$ cat src/rtl/prbs15_pkg.sv
`default_nettype none
package prbs15_pkg;

	localparam int DATA_W    = 8;
	localparam int FRAME_W   = 8;
	localparam int LFSR_W    = 15;
	localparam int SESSION_W = 16;
	localparam int SEED_W    = 16;
	localparam int CFG_IDX_W = 2;
	localparam int CFG_DAT_W = 16;
	localparam int HASH_W    = 32;

	localparam logic [HASH_W-1:0] HASH_SALT      = 32'h6D2B79F5;
	localparam logic [HASH_W-1:0] HASH_MULT      = 32'h045D9F3B;
	localparam logic [HASH_W-1:0] HASH_FRAME_MIX = 32'h9E3779B9;

	// register indexes on the config channel
	localparam logic [CFG_IDX_W-1:0] REG_SESSION   = 2'd0;
	localparam logic [CFG_IDX_W-1:0] REG_SEED_HASH = 2'd1;
	localparam logic [CFG_IDX_W-1:0] REG_DIRECT    = 2'd2;

	typedef enum logic [2:0] {
		ST_IDLE,
		ST_MUL1,
		ST_MUL2,
		ST_MUL3,
		ST_EMIT
	} state_t;

	typedef struct packed {
		logic load_word; // capture a hash-seeded block start word
		logic mul1;      // h = (salt ^ session) * M
		logic mul2;      // h ^= (frame + 1) * mix
		logic mul3;      // h = (h ^ h >> 16) * M
		logic emit_in;   // scramble the word on the input channel
		logic emit_hash; // scramble the captured word with the hash seed
	} dp_cmd_t;

	typedef struct packed {
		logic out_free;  // output register can take a word
		logic hash_mode; // seed_from_hash setting
	} dp_stat_t;

	typedef struct packed {
		logic [LFSR_W-1:0] lfsr;
		logic [DATA_W-1:0] key;
	} key_step_t;

	// cut to 15 bits, zero becomes one
	function automatic logic [LFSR_W-1:0] seed_fix(input logic [SEED_W-1:0] s);
		logic [LFSR_W-1:0] m;
		m = s[LFSR_W-1:0];
		return (m == '0) ? LFSR_W'(1) : m;
	endfunction

	// eight generator steps, first key bit lands at the MSB
	function automatic key_step_t key_byte(input logic [LFSR_W-1:0] r_in);
		key_step_t res;
		logic [LFSR_W-1:0] r;
		r = r_in;
		for (int i = 0; i < DATA_W; i++) begin
			res.key[DATA_W-1-i] = r[LFSR_W-1];
			r = {r[LFSR_W-2:0], r[LFSR_W-1] ^ r[LFSR_W-2]};
		end
		res.lfsr = r;
		return res;
	endfunction

endpackage
`default_nettype wire

$ cat src/rtl/prbs15_if.sv
`default_nettype none
interface prbs15_in_if;
	import prbs15_pkg::*;
	logic               valid;
	logic               ready;
	logic [DATA_W-1:0]  data_byte;
	logic               block_start;
	logic [FRAME_W-1:0] frame_number;
	logic               block_end;

	modport source (output valid, data_byte, block_start, frame_number, block_end,
		input ready);
	modport sink (input valid, data_byte, block_start, frame_number, block_end,
		output ready);
endinterface

interface prbs15_out_if;
	import prbs15_pkg::*;
	logic              valid;
	logic              ready;
	logic [DATA_W-1:0] out_byte;
	logic              out_end;

	modport source (output valid, out_byte, out_end, input ready);
	modport sink (input valid, out_byte, out_end, output ready);
endinterface

interface prbs15_cfg_if;
	import prbs15_pkg::*;
	logic                 valid;
	logic                 ready;
	logic [CFG_IDX_W-1:0] index;
	logic [CFG_DAT_W-1:0] wdata;

	modport source (output valid, index, wdata, input ready);
	modport sink (input valid, index, wdata, output ready);
endinterface
`default_nettype wire

$ cat src/rtl/prbs15_ctrl.sv
`default_nettype none
module prbs15_ctrl (
	input  wire                   clk,
	input  wire                   arst_n,
	input  wire                   in_valid,
	input  wire                   in_start,
	input  prbs15_pkg::dp_stat_t  stat,
	output logic                  in_ready,
	output prbs15_pkg::dp_cmd_t   cmd
);
	import prbs15_pkg::*;

	state_t state_q, state_d;
	logic   accept;

	assign accept = in_valid && stat.out_free && (state_q == ST_IDLE);

	always_ff @(posedge clk or negedge arst_n) begin
		if (!arst_n) begin
			state_q <= ST_IDLE;
		end else begin
			state_q <= state_d;
		end
	end

	always_comb begin
		state_d = state_q;
		case (state_q)
			ST_IDLE: begin
				if (accept && in_start && stat.hash_mode) begin
					state_d = ST_MUL1;
				end
			end
			ST_MUL1: state_d = ST_MUL2;
			ST_MUL2: state_d = ST_MUL3;
			ST_MUL3: state_d = ST_EMIT;
			ST_EMIT: begin
				if (stat.out_free) begin
					state_d = ST_IDLE;
				end
			end
			default: state_d = ST_IDLE;
		endcase
	end

	always_comb begin
		cmd      = '0;
		in_ready = 1'b0;
		case (state_q)
			ST_IDLE: begin
				in_ready = stat.out_free;
				if (accept) begin
					if (in_start && stat.hash_mode) begin
						cmd.load_word = 1'b1;
					end else begin
						cmd.emit_in = 1'b1;
					end
				end
			end
			ST_MUL1: cmd.mul1 = 1'b1;
			ST_MUL2: cmd.mul2 = 1'b1;
			ST_MUL3: cmd.mul3 = 1'b1;
			ST_EMIT: cmd.emit_hash = stat.out_free;
			default: cmd = '0;
		endcase
	end

endmodule
`default_nettype wire

$ cat src/rtl/prbs15_dp.sv
`default_nettype none
module prbs15_dp (
	input  wire                                 clk,
	input  wire                                 arst_n,
	input  prbs15_pkg::dp_cmd_t                 cmd,
	output prbs15_pkg::dp_stat_t                stat,
	input  wire [prbs15_pkg::DATA_W-1:0]        in_data,
	input  wire                                 in_start,
	input  wire [prbs15_pkg::FRAME_W-1:0]       in_frame,
	input  wire                                 in_end,
	input  wire                                 cfg_we,
	input  wire [prbs15_pkg::CFG_IDX_W-1:0]     cfg_index,
	input  wire [prbs15_pkg::CFG_DAT_W-1:0]     cfg_wdata,
	output logic                                out_valid,
	input  wire                                 out_ready,
	output logic [prbs15_pkg::DATA_W-1:0]       out_byte,
	output logic                                out_end
);
	import prbs15_pkg::*;

	logic [SESSION_W-1:0] session_q;
	logic                 hash_mode_q;
	logic [SEED_W-1:0]    direct_q;
	logic [LFSR_W-1:0]    lfsr_q;
	logic [HASH_W-1:0]    h_q;
	logic [DATA_W-1:0]    data_q;
	logic [FRAME_W-1:0]   frame_q;
	logic                 end_q;
	logic [DATA_W-1:0]    out_byte_q;
	logic                 out_end_q;
	logic                 out_valid_q;

	logic [FRAME_W:0]     frame_p1;
	logic [HASH_W-1:0]    h_fold;
	logic [SEED_W-1:0]    hash_low;
	logic [LFSR_W-1:0]    seed;
	key_step_t            ks;
	logic                 emit;

	assign frame_p1 = {1'b0, frame_q} + (FRAME_W+1)'(1);
	assign h_fold   = h_q ^ {16'h0000, h_q[HASH_W-1:16]};
	assign hash_low = h_q[15:0] ^ h_q[HASH_W-1:16];
	assign emit     = cmd.emit_in || cmd.emit_hash;

	always_comb begin
		if (cmd.emit_hash) begin
			seed = seed_fix(hash_low);
		end else if (in_start) begin
			seed = seed_fix(direct_q);
		end else begin
			seed = lfsr_q;
		end
	end

	assign ks = key_byte(seed);

	assign stat.out_free  = !out_valid_q || out_ready;
	assign stat.hash_mode = hash_mode_q;

	// config and generator state
	always_ff @(posedge clk or negedge arst_n) begin
		if (!arst_n) begin
			session_q   <= '0;
			hash_mode_q <= 1'b1;
			direct_q    <= SEED_W'(1);
			lfsr_q      <= LFSR_W'(1);
			out_valid_q <= 1'b0;
		end else begin
			if (cfg_we) begin
				case (cfg_index)
					REG_SESSION:   session_q   <= cfg_wdata[SESSION_W-1:0];
					REG_SEED_HASH: hash_mode_q <= cfg_wdata[0];
					REG_DIRECT:    direct_q    <= cfg_wdata[SEED_W-1:0];
					default: ;
				endcase
			end
			if (emit) begin
				lfsr_q      <= ks.lfsr;
				out_valid_q <= 1'b1;
			end else if (out_ready) begin
				out_valid_q <= 1'b0;
			end
		end
	end

	// payload
	always_ff @(posedge clk) begin
		if (cmd.load_word) begin
			data_q  <= in_data;
			frame_q <= in_frame;
			end_q   <= in_end;
		end
		if (cmd.mul1) begin
			h_q <= (HASH_SALT ^ {16'h0000, session_q}) * HASH_MULT;
		end else if (cmd.mul2) begin
			h_q <= h_q ^ (HASH_W'(frame_p1) * HASH_FRAME_MIX);
		end else if (cmd.mul3) begin
			h_q <= h_fold * HASH_MULT;
		end
		if (cmd.emit_hash) begin
			out_byte_q <= data_q ^ ks.key;
			out_end_q  <= end_q;
		end else if (cmd.emit_in) begin
			out_byte_q <= in_data ^ ks.key;
			out_end_q  <= in_end;
		end
	end

	assign out_valid = out_valid_q;
	assign out_byte  = out_byte_q;
	assign out_end   = out_end_q;

endmodule
`default_nettype wire

$ cat src/rtl/prbs15_byte_scrambler.sv
`default_nettype none
// PRBS15 byte scrambler/descrambler (x^15 + x^14 + 1, key taken from bit 14,
// first key bit at the data MSB). Each word on in_ch gives one word on out_ch,
// out_byte = data_byte ^ key and out_end = block_end. A word with block_start
// reloads the generator first: from direct_seed when seed_from_hash is 0, else
// from a hash of session_number and frame_number. Rate: words without block
// start, and block starts in direct-seed mode, stream at one per clock while
// the output is not stalled. A hash-seeded block start is captured, then the
// hash is three dependent 32-bit multiplies done one per cycle in the datapath
// before the word is scrambled. The output register parts the two sides, so a
// new word is taken in the cycle the previous result is taken. Config writes
// are always ready and apply at the next block start; indexes beyond the
// register list are dropped.
module prbs15_byte_scrambler (
	input  wire           clk,
	input  wire           arst_n,
	prbs15_in_if.sink     in_ch,
	prbs15_out_if.source  out_ch,
	prbs15_cfg_if.sink    cfg
);
	import prbs15_pkg::*;

	dp_cmd_t  cmd;
	dp_stat_t stat;
	logic     in_ready;

	assign in_ch.ready = in_ready;
	assign cfg.ready   = 1'b1;

	// sequencer for input acceptance and the hash multiplies
	prbs15_ctrl u_ctrl (
		.clk      (clk),
		.arst_n   (arst_n),
		.in_valid (in_ch.valid),
		.in_start (in_ch.block_start),
		.stat     (stat),
		.in_ready (in_ready),
		.cmd      (cmd)
	);

	// config registers, hash unit, generator, output register
	prbs15_dp u_dp (
		.clk       (clk),
		.arst_n    (arst_n),
		.cmd       (cmd),
		.stat      (stat),
		.in_data   (in_ch.data_byte),
		.in_start  (in_ch.block_start),
		.in_frame  (in_ch.frame_number),
		.in_end    (in_ch.block_end),
		.cfg_we    (cfg.valid),
		.cfg_index (cfg.index),
		.cfg_wdata (cfg.wdata),
		.out_valid (out_ch.valid),
		.out_ready (out_ch.ready),
		.out_byte  (out_ch.out_byte),
		.out_end   (out_ch.out_end)
	);

endmodule
`default_nettype wire
$ cat src/flat_wrapper.sv
// flat-port wrapper written by rule: the top's interface ports become plain ports
module prbs15_byte_scrambler_flat import prbs15_pkg::*;
  (clk, arst_n, in_ch_valid, in_ch_data_byte, in_ch_block_start, in_ch_frame_number, in_ch_block_end, in_ch_ready, out_ch_valid, out_ch_out_byte, out_ch_out_end, out_ch_ready, cfg_valid, cfg_index, cfg_wdata, cfg_ready);
  prbs15_in_if in_ch_i ();
  prbs15_out_if out_ch_i ();
  prbs15_cfg_if cfg_i ();
  input  wire clk;
  input  wire arst_n;
  input wire logic [$bits(in_ch_i.valid)-1:0] in_ch_valid;
  input wire logic [$bits(in_ch_i.data_byte)-1:0] in_ch_data_byte;
  input wire logic [$bits(in_ch_i.block_start)-1:0] in_ch_block_start;
  input wire logic [$bits(in_ch_i.frame_number)-1:0] in_ch_frame_number;
  input wire logic [$bits(in_ch_i.block_end)-1:0] in_ch_block_end;
  output wire logic [$bits(in_ch_i.ready)-1:0] in_ch_ready;
  output wire logic [$bits(out_ch_i.valid)-1:0] out_ch_valid;
  output wire logic [$bits(out_ch_i.out_byte)-1:0] out_ch_out_byte;
  output wire logic [$bits(out_ch_i.out_end)-1:0] out_ch_out_end;
  input wire logic [$bits(out_ch_i.ready)-1:0] out_ch_ready;
  input wire logic [$bits(cfg_i.valid)-1:0] cfg_valid;
  input wire logic [$bits(cfg_i.index)-1:0] cfg_index;
  input wire logic [$bits(cfg_i.wdata)-1:0] cfg_wdata;
  output wire logic [$bits(cfg_i.ready)-1:0] cfg_ready;
  assign in_ch_i.valid = in_ch_valid;
  assign in_ch_i.data_byte = in_ch_data_byte;
  assign in_ch_i.block_start = in_ch_block_start;
  assign in_ch_i.frame_number = in_ch_frame_number;
  assign in_ch_i.block_end = in_ch_block_end;
  assign in_ch_ready = in_ch_i.ready;
  assign out_ch_valid = out_ch_i.valid;
  assign out_ch_out_byte = out_ch_i.out_byte;
  assign out_ch_out_end = out_ch_i.out_end;
  assign out_ch_i.ready = out_ch_ready;
  assign cfg_i.valid = cfg_valid;
  assign cfg_i.index = cfg_index;
  assign cfg_i.wdata = cfg_wdata;
  assign cfg_ready = cfg_i.ready;
  prbs15_byte_scrambler u_core (.clk(clk), .arst_n(arst_n), .in_ch(in_ch_i), .out_ch(out_ch_i), .cfg(cfg_i));
endmodule
$ cat config.mk
export PLATFORM = sky130hd
export DESIGN_NAME = prbs15_byte_scrambler_flat
export DESIGN_NICKNAME = d
export VERILOG_FILES = /design/src/rtl/prbs15_pkg.sv /design/src/rtl/prbs15_if.sv /design/src/rtl/prbs15_ctrl.sv /design/src/rtl/prbs15_dp.sv /design/src/rtl/prbs15_byte_scrambler.sv /design/src/flat_wrapper.sv
export SDC_FILE = /design/constraint.sdc
export NUM_CORES = 2
export LEC_CHECK = 0
export ABC_AREA = 1
export BUFFER_PORTS_ARGS = -buffer_cell sky130_fd_sc_hd__buf_2
export CORE_MARGIN = 5
export CORE_UTILIZATION = 60
export CTS_BUF_LIST = sky130_fd_sc_hd__clkbuf_4 sky130_fd_sc_hd__clkbuf_8
export CTS_CLUSTER_SIZE = 14
export DETAILED_ROUTE_END_ITERATION = 8
export PLACE_DENSITY = 0.8
export SLEW_MARGIN = 20
export SYNTH_ARGS = -nofsm -noshare
export SYNTH_HDL_FRONTEND = slang
export SYNTH_SLANG_ARGS = --single-unit
$ cat constraint.sdc
create_clock -name clk -period 6.55 [get_ports clk]
set_input_delay 0.655 -clock clk [delete_from_list [all_inputs] [get_ports clk]]
set_output_delay 0.655 -clock clk [all_outputs]
set_load 0.01 [all_outputs]
== Word level (Yosys, flattened, before mapping) ==
Cells that the tools add are included.

* $mul: 3
* Reduce and logical (&&, ||, !) cells: 19
* Equal/unequal tests: 8
* Muxes and demuxes: 27
* Bitwise logic cells: 14
* Add/subtract/negate cells: 1

{| class="wikitable"
|+ Operators with widths
! kind !! count
|-
| two-way mux 32 bit || 3
|-
| two-way mux 15 bit || 4
|-
| multiplier 31 x 27 -> 32 bit (second input constant) || 1
|-
| multiplier 32 x 27 -> 32 bit (second input constant) || 1
|-
| multiplier 9 x 32 -> 32 bit (second input constant) || 1
|-
| XOR 32 x 16 -> 32 bit || 1
|-
| XOR 32 bit || 1
|-
| zero test 15 bit || 2
|-
| inverter 11 -> 20 bit || 1
|-
| two-way mux 8 bit || 2
|-
| XOR 8 bit || 2
|-
| two-way mux 1 bit || 15
|-
| one-hot mux 3 bit (5 select lines) || 1
|-
| XOR 15 bit || 1
|-
| adder 8 x 1 -> 9 bit (second input constant) || 1
|-
| AND reduction 2 bit || 4
|-
| XOR 1 bit || 8
|-
| equality test 3 x 2 -> 1 bit (second input constant) || 2
|-
| two-way mux 3 bit || 2
|-
| logical AND 1 bit || 5
|-
| nonzero test 2 bit || 2
|-
| equality test 3 x 1 -> 1 bit (second input constant) || 1
|-
| equality test 3 bit (second input constant) || 1
|-
| zero test 3 bit || 1
|-
| other kinds (8) || 9
|}

* Bits in registers: 109
* Output and inout bits: 12

== Depth between registers and ports, before layout ==
* Depth after elaboration: 8
* Mapped depth: 32

== Cells and area by module ==
Synthesis repeated with hierarchy kept, for this count alone.

* Cells, all modules: 3186
* Area, all modules: 26889.5 µm²

{| class="wikitable"
|+ By module, submodules not included
! module !! sequential area each (µm²) !! area each (µm²) !! cells an instance !! instances
|-
| prbs15_dp || 2946.6 || 26659.3 || 3156 || 1
|-
| prbs15_ctrl || 75.1 || 219.0 || 28 || 1
|-
| prbs15_byte_scrambler || 0.0 || 11.3 || 2 || 1
|}

== Least setup slack after synthesis ==
No wires, ideal clock.

* Kind: reg2reg
* From: reg u_core.u_dp.h_q[26]
* To: reg u_core.u_dp.h_q[31], data pin
* Data arrival time: 5.860 ns
* Cell stages (with the launch flop): 24
* Data required time: 6.294 ns
* Library setup time: 0.256 ns
* Path slack: 0.434 ns
* Path buffers: 0
* Clock period less this slack: 6.116 ns
* Cell sequence: edfxtp_1 -> xor2_1 -> inv_1 -> fa_1 -> inv_1 -> ha_1 -> fa_1 -> inv_1 -> fa_1 -> inv_1 -> fa_1 -> fa_1 -> inv_1 -> fa_1 -> inv_1 -> ha_1 -> a21o_1 -> o21bai_1 -> o21ai_0 -> nand2_1 -> a21oi_1 -> nand3_1 -> nand3_1 -> a21oi_1

* Longest elaborated chain between the ends: 5

{| class="wikitable"
|+ RTL lines
! element !! line !! text
|-
| start, declared || prbs15_dp.sv:25 || <nowiki>logic [HASH_W-1:0] h_q;</nowiki>
|-
| start signal, assigned || prbs15_dp.sv:94 || <nowiki>h_q <= (HASH_SALT ^ {16'h0000, session_q}) * HASH_MULT;</nowiki>
|-
| start signal, assigned || prbs15_dp.sv:96 || <nowiki>h_q <= h_q ^ (HASH_W'(frame_p1) * HASH_FRAME_MIX);</nowiki>
|-
| start signal, assigned || prbs15_dp.sv:98 || <nowiki>h_q <= h_fold * HASH_MULT;</nowiki>
|-
| XOR 32 x 16 -> 32 bit || prbs15_dp.sv:41 || <nowiki>assign h_fold = h_q ^ {16'h0000, h_q[HASH_W-1:16]};</nowiki>
|-
| multiplier 32 x 27 -> 32 bit || prbs15_dp.sv:98 ||
|-
| two-way mux 32 bit || prbs15_dp.sv:97 || <nowiki>end else if (cmd.mul3) begin</nowiki>
|-
| two-way mux 32 bit || prbs15_dp.sv:95 || <nowiki>end else if (cmd.mul2) begin</nowiki>
|-
| two-way mux 32 bit || prbs15_dp.sv:93 || <nowiki>if (cmd.mul1) begin</nowiki>
|}

No other way between the ends. The select of a mux whose other input is x is not followed.
A chain may end at the register's enable or synchronous reset.

== Worst setup path after layout ==
* From: reg u_core.u_dp.h_q[28]
* To: reg u_core.u_dp.h_q[26], data pin

Same word-level chain as after synthesis.

==> reports/metrics.yaml <==
numCtsBuffers: 9
initialDrtViolationCount: 1610
rsz0062_at_grt: "yes"
cp.required_ns: 6.72
io_buffers: 51
synth_area_leaders: "fa_1 33%, ha_1 18%, inv_1 14%"
yosysUniqueCellTypes: 62
maxCapViolCount: 0
nFillCells: 3674
setup_viol: 0
cp_max_fo: 3
synth_fp_nets: 4055
viasPerCell: 5.303
synth_async_sr_flop_share: 0.4679
synth_flop_cell: "edfxtp_1"
fp.dieH_um: 221.6
start_util: 0.6077
yosysTopAreaCellShare: 0.3345
synth_cells: 3187
critical_path_class: "reg -> reg"
slew_viol_final: 0
cts.clk_slew.worst_paths_ns: 0.13
slowest_stage: "fa_1"
nNetsFinal: 4219
ctsHtreeMaxLevel: 3
min_period_ns: 6.364
utilization: 0.6572
syn_to_final_growth_pct: 8.157
cts_tree: "yes"
synth_edf_count: 58
synth-seq-area-share: 0.1124
hold_viol: 0
place_congestion: 0.9888
dp_hpwl_um: 67340
drive_gt1_frac: 0.07986
crit_path_start_kind: "flop"
holdCritPathClass: "in -> async"
grt-ovfl-total: 0
worstSkewPairLatency_ns: 0.42
relSlewSlack: 0.3401
ys.warnings.count: 0
ios: 53
cp-end-kind: "flop"
die_w_um: 221.6
multi_input_area_um2: 19960
cts.path.max_buffers: 2
syn-cell-area_um2: 26870
worstMarginPinSlew_ns: 0.9871
ant_nets: 0
vias: 20940
arrival_ns: 6.53
grt_max_degree: 52
cts_sinks: 109
ys_ff_latch: 109
skew_ns: 0.02346
avgRoutedWirePerCell_um: 19.15
rows: 77
grt_pass1_wl_um: 118600
min_period_over_period: 0.9716
antenna_found_initial: 1
status: "finished, final reports clean"
drc: 0
routed_wl_um: 75630
seq_area_um2: 3022
core_um2: 44220
grt_pass1_vias: 21501
cp_slowest_stage_delay_ns: 0.59
yosysTopAreaCell: "fa_1"
reg2reg_depth: 25
root_buffer: "clkbuf_8"
die-area_um2: 49120
track_usage: 0.3081
reg2reg_slack_ns: 0.19
drtPass1Iterations: 6
fmax_mhz: 157.1
syn_area_per_cell_um2: 8.432
[area by class of cell]
cell class,instances,area share
diodes,1,0.00008610
clock buffers,10,0.004520
clock inverters,6,0.002798
inverters,1027,0.1329
multi-input cells,2022,0.6867
flip-flops and latches,109,0.1040
well taps,592,0.02549
repair buffers,182,0.04348
[cell usage after synthesis (all sizes together) (4+ instances only)]
library cell  instances
inv                1026
fa                  449
nand2               430
ha                  378
o21ai               156
a21oi               137
nor2                135
nand3                98
xor2                 65
edfxtp               58
xnor2                49
dfrtp                48
clkbuf               23
nand4                20
nor3                 15
o211ai               12
o21bai               11
a21o                 10
or2                  10
nor4                  8
nand3b                7
buf                   6
a211oi                5
a31oi                 5
a21boi                4
[worst paths after layout]
check                                  startpoint                       end
setup / recovery              u_core.u_dp.h_q[28]       u_core.u_dp.h_q[26]
hold / removal                             arst_n     u_core.u_dp.lfsr_q[3]
setup reg to reg              u_core.u_dp.h_q[28]       u_core.u_dp.h_q[26]
hold reg to reg            u_core.u_dp.lfsr_q[14]    u_core.u_dp.lfsr_q[14]
max in group asynchronous                  arst_n  u_core.u_dp.session_q[3]
min in group clk            in_ch_frame_number[3]    u_core.u_dp.frame_q[3]
[sequential cells by signal, summed over array words and instances (netlist names)]
name                     cells
u_core.u_dp.h_q             32
u_core.u_dp.session_q       16
u_core.u_dp.direct_q        15
u_core.u_dp.lfsr_q          15
u_core.u_dp.data_q           8
u_core.u_dp.frame_q          8
u_core.u_dp.out_byte         8
u_core.u_ctrl.state_q        3
u_core.u_dp.end_q            1
u_core.u_dp.hash_mode_q      1
u_core.u_dp.out_end          1
u_core.u_dp.out_valid        1
[critical path, delay by kind of cell (launching register included)]
family	cells	cell delay [ns]
DFF	1	0.50
and+or+nand+nor	8	1.04
buffers and inverters	8	0.69
xor gates and xnor gates	1	0.20
adders and majority gates	8	3.66
[cells by family after synthesis]
group / count (synthesis) / share of synthesized area
multiplexers: 2 / 0.0007450
adder cells (fa/ha/maj): 827 / 0.5105
AND/OR/NAND/NOR: 724 / 0.1146
buffers and inverters: 1056 / 0.1484
other: 1 / 0.0001396
flip-flops: 109 / 0.1124
XOR/XNOR: 114 / 0.03883
AO/OA/AOI/OAI: 354 / 0.07436
[routing by layer]
metal | vias to the layer above | global-route usage | part of all wire
met3 | 190 | 0.03720 | 0.058
met5 | - | 0 | 0
met1 | 10126 | 0.4074 | 0.41
met4 | 0 | 0.1241 | 0.050
met2 | 742 | 0.5210 | 0.48
li1 | 9882 | - | -
[what timing repair did]
item                                    4_1_cts  5_1_grt
gates cloned                                  0        0
pin swaps                                     0        5
resized for setup                             1       32
setup buffers                                 0       10
hold endpoints to repair                      0        0
endpoints found under the setup margin        2       14
hold buffers                                  0        0
[per-stage QoR]
stage / hold WS [ns] / std cells / cell area [µm²] / setup WS [ns] / setup TNS (ns)
after floorplan: 0.3594 / 3187 / 26870 / 0.4339 / 0
after global placement: 0.4719 / 3922 / 28680 / 0.005900 / 0
after detailed placement: 0.4734 / 3922 / 28680 / -0.008843 / -0.008843
after CTS: 0.3346 / 3938 / 28890 / 0.03285 / 0
after global routing: 0.3711 / 3949 / 29060 / -0.04564 / -0.1178
final: 0.3182 / 3949 / 29060 / 0.1862 / 0
[placed cells by master (no fill, tap or decap), types with 43 or more instances in the layout]
cell,netlist,layout
o21ai_1,38,43
nand2_1,425,424
xnor2_1,47,46
nor2_1,128,120
dfrtp_1,48,48
fa_1,449,449
nand3_1,97,97
ha_1,378,377
xor2_1,64,62
a21oi_1,134,131
inv_1,1017,1012
buf_4,2,129
o21ai_0,117,112
edfxtp_1,58,58
buf_2,3,51
Power is not shown: default switching activity piles up to over one toggle a cycle in this logic, so the estimate is an artifact.
